--- config.mk ---
export PLATFORM = sky130hd
export DESIGN_NAME = sorted_array_list_unit
export DESIGN_NICKNAME = d
export VERILOG_FILES = /design/src/rtl/sal_pkg.sv /design/src/rtl/sal_ram.sv /design/src/rtl/sorted_array_list_unit.sv
export VERILOG_INCLUDE_DIRS = /design/src /design/src/rtl
export SDC_FILE = /design/constraint.sdc
export NUM_CORES = 1
export LEC_CHECK = 0
export ABC_CLOCK_PERIOD_IN_PS = 5500
export BUFFER_PORTS_ARGS = -buffer_cell sky130_fd_sc_hd__buf_2
export CORE_MARGIN = 4
export CORE_UTILIZATION = 59
export CTS_BUF_LIST = sky130_fd_sc_hd__clkbuf_2
export DETAILED_ROUTE_END_ITERATION = 10
export PLACE_DENSITY = 0.86
export SETUP_SLACK_MARGIN = 0.1
export SLEW_MARGIN = 20
export SYNTH_ARGS = -nofsm -noshare
export SYNTH_HDL_FRONTEND = slang
export SYNTH_HIERARCHICAL = 1
export SYNTH_SLANG_ARGS = --single-unit
--- constraint.sdc ---
create_clock -name clk_i -period 5.5 [get_ports clk_i]
set_input_delay 0.55 -clock clk_i [delete_from_list [all_inputs] [get_ports clk_i]]
set_output_delay 0.55 -clock clk_i [all_outputs]
set_load 0.1 [all_outputs]
--- src/rtl/sorted_array_list_unit_assert.svh ---
// Assertion macros used by the file that checks itself.
`ifndef SORTED_ARRAY_LIST_UNIT_ASSERT_SVH
`define SORTED_ARRAY_LIST_UNIT_ASSERT_SVH

// Same-cycle implication, checked at every clock edge outside reset.
`define SAL_ASSERT(label, ante, cons, msg) \
  label: assert property (@(posedge clk_i) disable iff (!rst_ni) (ante) |-> (cons)) \
    else $error(msg);

// Next-cycle implication.
`define SAL_ASSERT_NEXT(label, ante, cons, msg) \
  label: assert property (@(posedge clk_i) disable iff (!rst_ni) (ante) |=> (cons)) \
    else $error(msg);

`endif

--- src/rtl/sal_pkg.sv ---
package sal_pkg;

  localparam int unsigned DefCapacity = 16;
  localparam int unsigned DataW       = 32;
  localparam int unsigned ActW        = 2;
  localparam int unsigned CountW      = 5;

  typedef enum logic [ActW-1:0] {
    ActInsert     = 2'd0,
    ActRemove     = 2'd1,
    ActRemoveMin  = 2'd2,
    ActRemoveEven = 2'd3
  } action_e;

  typedef enum logic [1:0] {
    StIdle,
    StInsert,
    StCompact
  } state_e;

endpackage

--- src/rtl/sal_ram.sv ---
module sal_ram import sal_pkg::*; #(
  parameter int unsigned Depth = DefCapacity,
  parameter int unsigned Width = DataW,
  localparam int unsigned AddrW = $clog2(Depth)
) (
  input  logic             clk_i,
  input  logic             we_i,
  input  logic [AddrW-1:0] waddr_i,
  input  logic [Width-1:0] wdata_i,
  input  logic [AddrW-1:0] raddr_i,
  output logic [Width-1:0] rdata_o
);

  logic [Width-1:0] mem_q [Depth];
  logic [Width-1:0] rdata_q;

  always_ff @(posedge clk_i) begin
    if (we_i) begin
      mem_q[waddr_i] <= wdata_i;
    end
    rdata_q <= mem_q[raddr_i];
  end

  assign rdata_o = rdata_q;

endmodule

--- src/rtl/sorted_array_list_unit.sv ---
// An insert into a full list gives its result in the cycle after start; any other
// insert walks StInsert, moving larger entries up, and any removal walks every
// entry in StCompact. One item is worked at a time; the entry RAM, with one read
// and one write port, moves one entry a cycle. The result shows on done_o for one
// cycle and cannot be stalled. Reset empties the list at once; the entry RAM is
// not cleared, as only entries below the count are read.
`include "sorted_array_list_unit_assert.svh"

module sorted_array_list_unit import sal_pkg::*; #(
  parameter int unsigned CAPACITY = DefCapacity
) (
  input  logic                    clk_i,
  input  logic                    rst_ni,
  input  logic                    start_i,
  output logic                    busy_o,
  input  logic [ActW-1:0]         action_i,
  input  logic signed [DataW-1:0] value_i,
  output logic                    done_o,
  output logic                    ok_o,
  output logic [CountW-1:0]       count_o,
  output logic                    empty_res_o,
  output logic                    full_res_o
);

  localparam int unsigned CntW = $clog2(CAPACITY + 1);
  localparam int unsigned IdxW = $clog2(CAPACITY);

  state_e             state_q, state_d;
  action_e            act_q, act_d;
  logic [DataW-1:0]   val_q, val_d;
  logic [CntW-1:0]    cnt_q, cnt_d;
  logic [IdxW-1:0]    pos_q, pos_d;
  logic [CntW-1:0]    rd_q, rd_d;
  logic [CntW-1:0]    wr_q, wr_d;
  logic               drop_q, drop_d;
  logic               done_q, done_d;
  logic               ok_q, ok_d;

  logic               mem_we;
  logic [IdxW-1:0]    mem_waddr;
  logic [DataW-1:0]   mem_wdata;
  logic [IdxW-1:0]    mem_raddr;
  logic [DataW-1:0]   mem_rdata;
  logic               drop;
  logic               list_full;

  sal_ram #(
    .Depth(CAPACITY),
    .Width(DataW)
  ) u_ram (
    .clk_i  (clk_i),
    .we_i   (mem_we),
    .waddr_i(mem_waddr),
    .wdata_i(mem_wdata),
    .raddr_i(mem_raddr),
    .rdata_o(mem_rdata)
  );

  assign list_full = (cnt_q == CntW'(CAPACITY));

  always_comb begin
    state_d   = state_q;
    act_d     = act_q;
    val_d     = val_q;
    cnt_d     = cnt_q;
    pos_d     = pos_q;
    rd_d      = rd_q;
    wr_d      = wr_q;
    drop_d    = drop_q;
    done_d    = 1'b0;
    ok_d      = ok_q;
    mem_we    = 1'b0;
    mem_waddr = pos_q;
    mem_wdata = val_q;
    mem_raddr = '0;
    drop      = 1'b0;

    unique case (state_q)
      StIdle: begin
        if (start_i) begin
          act_d = action_e'(action_i);
          val_d = value_i;
          case (action_e'(action_i))
            ActInsert: begin
              if (list_full) begin
                done_d = 1'b1;
                ok_d   = 1'b0;
              end else begin
                // Walk down from the top, moving larger entries up by one.
                pos_d     = IdxW'(cnt_q);
                mem_raddr = IdxW'(cnt_q - 1'b1);
                state_d   = StInsert;
              end
            end
            default: begin
              if (cnt_q == '0) begin
                done_d = 1'b1;
                ok_d   = 1'b0;
              end else begin
                rd_d      = '0;
                wr_d      = '0;
                drop_d    = 1'b0;
                mem_raddr = '0;
                state_d   = StCompact;
              end
            end
          endcase
        end
      end

      StInsert: begin
        mem_we    = 1'b1;
        mem_waddr = pos_q;
        if (pos_q != '0 && $signed(mem_rdata) > $signed(val_q)) begin
          mem_wdata = mem_rdata;
          pos_d     = pos_q - 1'b1;
          mem_raddr = pos_q - IdxW'(2);
        end else begin
          mem_wdata = val_q;
          cnt_d     = cnt_q + 1'b1;
          ok_d      = 1'b1;
          done_d    = 1'b1;
          state_d   = StIdle;
        end
      end

      StCompact: begin
        // Every kept entry is written back at the next free slot below.
        case (act_q)
          ActRemove:    drop = !drop_q && (mem_rdata == val_q);
          ActRemoveMin: drop = (rd_q == '0);
          default:      drop = !mem_rdata[0];
        endcase
        if (!drop) begin
          mem_we    = 1'b1;
          mem_waddr = wr_q[IdxW-1:0];
          mem_wdata = mem_rdata;
          wr_d      = wr_q + 1'b1;
        end
        drop_d    = drop_q | drop;
        rd_d      = rd_q + 1'b1;
        mem_raddr = IdxW'(rd_q + 1'b1);
        if (rd_q == cnt_q - 1'b1) begin
          cnt_d   = drop ? wr_q : wr_q + 1'b1;
          ok_d    = (act_q == ActRemove) ? (drop_q | drop) : 1'b1;
          done_d  = 1'b1;
          state_d = StIdle;
        end
      end

      default: state_d = StIdle;
    endcase
  end

  always_ff @(posedge clk_i or negedge rst_ni) begin
    if (!rst_ni) begin
      state_q <= StIdle;
      cnt_q   <= '0;
      done_q  <= 1'b0;
      ok_q    <= 1'b0;
    end else begin
      state_q <= state_d;
      cnt_q   <= cnt_d;
      done_q  <= done_d;
      ok_q    <= ok_d;
    end
  end

  always_ff @(posedge clk_i) begin
    act_q  <= act_d;
    val_q  <= val_d;
    pos_q  <= pos_d;
    rd_q   <= rd_d;
    wr_q   <= wr_d;
    drop_q <= drop_d;
  end

  assign busy_o      = (state_q != StIdle);
  assign done_o      = done_q;
  assign ok_o        = ok_q;
  assign count_o     = CountW'(cnt_q);
  assign empty_res_o = (cnt_q == '0);
  assign full_res_o  = list_full;

  `SAL_ASSERT(a_count_bound, 1'b1, cnt_q <= CntW'(CAPACITY), "count beyond capacity")
  `SAL_ASSERT(a_fail_keeps_count, done_q && !ok_q, cnt_q == $past(cnt_q),
              "failed item changed the count")
  `SAL_ASSERT(a_insert_grows, done_q && ok_q && act_q == ActInsert,
              cnt_q == CntW'($past(cnt_q) + 1'b1), "insert did not add one entry")
  `SAL_ASSERT_NEXT(a_full_insert_fails,
                   start_i && !busy_o && action_i == ActInsert && list_full,
                   done_q && !ok_q, "insert into a full list not refused at once")

endmodule
## After elaboration in Yosys (flattened, before gate mapping)

Memories as Yosys holds them, arrays and structs flattened. A register that Yosys moved wholly into a read port is not among the register bits.
Index checks and enable logic that the tools add are counted.

- $add $sub $neg: 6
- Multipliers: 0
- Divide/modulo/power cells: 0
- $lt $le $gt $ge: 1
- Eq/ne operators: 19
- Shift-type cells: 0
- Muxes and demuxes: 56
- Bitwise logic cells: 1
- Reduce and logical (&&, ||, !) cells: 20

Operators by type and width:

| kind | number |
|---|---|
| 32-bit 2-to-1 mux | 2 |
| 32-bit case mux with 2 select lines | 1 |
| 4-bit 2-to-1 mux | 10 |
| 32-bit equality test | 1 |
| 32-bit greater-than comparator | 1 |
| 5-bit 2-to-1 mux | 6 |
| 5-bit case mux with 2 select lines | 3 |
| 1-bit 2-to-1 mux | 20 |
| 5-bit by 1-bit adder with 5-bit output (second input constant) | 3 |
| 2-bit != test (second input constant) | 7 |
| 2-bit 2-to-1 mux | 6 |
| 4-bit case mux with 3 select lines | 1 |
| 5-bit logical NOT | 2 |
| 5-bit AND reduction | 2 |
| 4-bit case mux with 2 select lines | 1 |
| 2-bit nonzero test | 4 |
| 3-bit by 2-bit != test with 1-bit output (second input constant) | 2 |
| 3-bit != test (second input constant) | 2 |
| 1-bit case mux with 2 select lines | 3 |
| 1-bit case mux with 3 select lines | 2 |
| 2-bit case mux with 3 select lines | 1 |
| 6-bit AND reduction | 1 |
| 5-bit equality test | 1 |
| 5-bit equality test (second input constant) | 1 |
| other kinds (15) | 20 |

- Flip-flop bits (word level): 58
- Bits in latches: 0
- Bits in writable memories: 512
- ROM bits: 0
- Bits of input ports: 37
- Output and inout bits: 10
- Word-level logic and storage cells: 114
- Memories kept: 1

Memory list:

| name | depth | width | rd ports | clocked after memory_dff | write ports | line | source |
|---|---|---|---|---|---|---|---|
| u_ram.mem_q | 16 | 32 | 1 | 1 | 1 | sal_ram.sv:14 | `logic [Width-1:0] mem_q [Depth];` |

## Longest topological paths before layout

- Word-level depth: 8
- Depth in mapped cells: 15
- Mapped depth without buffers: 13

## Cells and area by module

The synthesis kept the hierarchy.

By module, submodules not included:

| module | times used | cells each | area an instance (um^2) | seq. area each (um^2) |
|---|---|---|---|---|
| sal_ram | 1 | 838 | 19835.3 | 16015.4 |
| sorted_array_list_unit | 1 | 397 | 4026.4 | 1696.6 |

## Worst setup path before layout

OpenSTA, ideal clock, no wires.

- Path kind: reg-to-reg
- From: reg val_q[0]
- To: mem u_ram/mem_q[0][0] in the netlist's numbering (enable)
- Setup time: 0.461 ns
- Arrival time: 4.961 ns
- Required time: 5.039 ns
- Path slack: 0.078 ns
- Cell stages (with the launch flop): 9
- Path buffers: 0
- Clock period less this slack: 5.422 ns
- Cells stage by stage: edfxtp_1 -> ha_1 -> nand4_1 -> nor4_1 -> a31oi_2 -> o21ai_1 -> mux2_2 -> or3b_2 -> nor3_1

- Elaborated cells between the ends (all ways): 10
- Those cells by class: eq/ne (1); mux (8); reduce/logical (1)

RTL lines:

| element | line | source |
|---|---|---|
| start, declared | sorted_array_list_unit.sv:30 | `logic [DataW-1:0] val_q, val_d;` |
| start signal, assigned | sorted_array_list_unit.sv:171 | `val_q <= val_d;` |
| 32-bit equality test | sorted_array_list_unit.sv:130 | `ActRemove: drop = !drop_q && (mem_rdata == val_q);` |
| 1-bit logical AND | sorted_array_list_unit.sv:130 |  |
| 1-bit case mux with 2 select lines | sorted_array_list_unit.sv:129 | `case (act_q)` |
| 1-bit 2-to-1 mux | sorted_array_list_unit.sv:78 | `unique case (state_q)` |
| 4-bit 2-to-1 mux | sorted_array_list_unit.sv:134 | `if (!drop) begin` |
| 4-bit 2-to-1 mux | sorted_array_list_unit.sv:78 |  |
| named net mem_waddr[2] | sorted_array_list_unit.sv:40 | `logic [IdxW-1:0] mem_waddr;` |
| end, declared | sal_ram.sv:14 |  |

The timed path passes the listed nets, and every way through them passes these cells. The select of a mux whose other input is x is not followed.

## Worst setup path in the final report

- From: reg val_q[17]
- To: mem u_ram/mem_q[1][26] in the netlist's numbering (enable)

The elaborated chain is that of the path after synthesis.

==> qor.yml <==
yosys:
  async_reset_ff_share_pct: 1.495
  yosys.cell_types.count: 59
  ys_seq_area_share_pct: 74.23
  synth_nets: 1320
  syn-mean-instance-area_um2: 19.32
  synth_edf_count: 561
  netlist_instances: 1235
  ys_ff_latch: 602
  netlist_area_um2: 23860
  ys_warn_count: 6
  synth_flop_cell: "edfxtp_1"
routing:
  wl_per_cell_um: 25.65
  via_per_inst: 6.243
  wirelength_um: 53570
  drtPass1Iterations: 6
  drt_iter0_markers: 1467
  vias: 13042
  ant_nets: 0
  drc: 0
placement:
  place_area_um2: 25100
  io_buffer_count: 46
  place_congestion: 0.8783
  dp_worst_setup_slack_ns: 0.6856
  place_hpwl_um: 30280
cts:
  htreeDepth: 4
  postCtsSetupRepairBufs: 0
  clockBufferDepth: 3
  cts_root_buffer: "clkbuf_2"
  clkLatencyLatePin_ns: 1.09
  cts_sinks: 602
  ctsHoldBuffers: 37
  clk_pin_slew_ns: 0.10
  cts_tree: "done"
  cts_inserted_buffers: 145
  cts_resized: 0
outcome:
  status: "completed"
floorplanning:
  die-area_um2: 43720
  die_w_um: 209.1
  num_io_pins: 47
  die_y_um: 209.1
  fp.coreArea_um2: 39820
  start_util_pct: 59.92
  placementRows: 73
pwr:
  powerDensity_nw_per_um2: 554.3
  power.leakage_nw: 9.222
  peakVddDrop_v: 0.0003173
layout:
  layout-drive-gt1-share_pct: 30.52
  design_area_um2: 26890
  layout_commonest_cell: "edfxtp_1"
  area_delta_synth_final_pct: 12.71
  final_cell_mix: "edfxtp_1 (561), clkbuf_2 (212), mux4_2 (128)"
  fin_util_pct: 67.53
  fin_nets: 1532
critical_path:
  crit_path_start_kind: "register"
  worst_ep_arrival_time_ns: 5.64
  cp.required_ns: 6.21
  cp-end-kind: "register"
  path_class: "reg2reg"
  cp_max_fo: 19
sta:
  rsz0062_at_grt: "false"
  relSlewSlack_pct: 30.29
  worstMarginPinSlew_ns: 1.044
  fin_crit_sh_pct: 89.66
  setup_violations: 0
  maxSlewViolCount: 0
  fmax_ghz: 0.2028
  fin_skew_ns: 0.1080
  period_needed_ns: 4.931
  setup_slack_ns: 0.5686
  setup_tns_ns: 0
  hold_viol: 0
worst_hold_path:
  hold_class: "in2reg"
global_route:
  antenna_found_initial: 1
  grt_pass1_wl_um: 82020
  grt_max_degree: 93
  grt_overflow: 0
  grt_usage_pct: 24.92
  grt_pass1_vias: 13734
flow_run:
  maxCapViolations: 0
==> per-layer routing <==
layer  routed length, µm  GRT usage (%)  vias up
li1                    -              -     5569
met1               19450          34.06     6560
met2               26870          40.29      807
met3                5836          5.945      106
met4                1414          8.528        0
met5                   0              0        -
==> layout make-up <==
type | instances | area [µm²]
flip-flops and latches | 602 | 17710
fillers | 2525 | 12930
multi-input cells | 525 | 5838
repair buffers | 122 | 1101
clock buffers | 212 | 1061
well taps | 525 | 656.9
clock inverters | 51 | 331.6
inverters | 51 | 191.4
diodes | 1 | 2.502
==> flip-flops by register name, indices dropped and copies added (netlist names) <==
name	cells
val_q	32
ok_o	1
u_ram/rdata_o	32
state_q	2
wr_q	5
drop_q	1
u_ram/mem_q	512
count_o	5
act_q	2
pos_q	4
done_o	1
rd_q	5
==> where the power goes <==
group / internal [mW] / total [mW] / switching [mW]
clock network: 1.23 / 2.96 / 1.72
registers: 6.29 / 6.54 / 0.250
logic: 2.06 / 5.41 / 3.35
==> final timing paths <==
path	slack, ns	from	depth (start not counted)	endpoint
max reg2reg	0.57	val_q[17]	10	u_ram/mem_q[1][26]
max in group asynchronous	4.63	rst_ni	3	done_o
min	0.22	value_i[6]	2	val_q[6]
min reg2reg	0.60	drop_q	2	drop_q
min in group asynchronous	0.53	rst_ni	3	count_o[2]
max	0.57	val_q[17]	10	u_ram/mem_q[1][26]
==> worst max-delay path, stage by stage, from the launching register on <==
cell,delay [ns]
edfxtp_1,0.38
inv_1,0.06
ha_1,0.32
nand4_1,0.19
nor4_1,0.84
a31oi_2,0.33
o21ai_1,0.55
mux2_2,0.43
or3b_2,0.61
nor2_4,0.64
buf_12,0.25
==> synthesized netlist by cell type (9+ instances only) <==
cell type	n	area [µm²]
a21oi_1	20	100.1
a22o_1	31	271.5
a22oi_1	65	488.0
buf_1	10	37.54
buf_4	9	67.56
clkbuf_1	27	101.4
dfrtp_1	9	225.2
dfxtp_1	32	640.6
edfxtp_1	561	16850
ha_1	48	600.6
inv_1	49	183.9
mux4_2	128	2883
nand2_1	60	225.2
nand3_1	13	65.06
nor2_1	40	150.1
nor3_1	11	55.05
o21ai_0	13	65.06
xor2_1	10	87.58
==> cell families after synthesis <==
logic type,synth area share (%)
AOI/OAI and AO/OA,5.086
xor gates and xnor gates,0.6240
adders and majority gates,2.517
buffers and inverters,1.977
DFF,74.23
muxes,12.48
and+or+nand+nor,3.088
==> per-stage QoR <==
| stage | hold WS (ns) | power, mW | instances |
|---|---|---|---|
| 3_3_place_gp | 0.4065 | 11.68 | 1787 |
| 4_1_cts | 0.1161 | 14.92 | 2087 |
| 2_1_floorplan | 0.2544 | 10.36 | 1235 |
| 3_5_place_dp | 0.4144 | 11.95 | 1787 |
| 6_report | 0.2220 | 14.91 | 2089 |
| 5_1_grt | 0.1191 | 15.71 | 2089 |
Power figures use the tool's default switching activity.
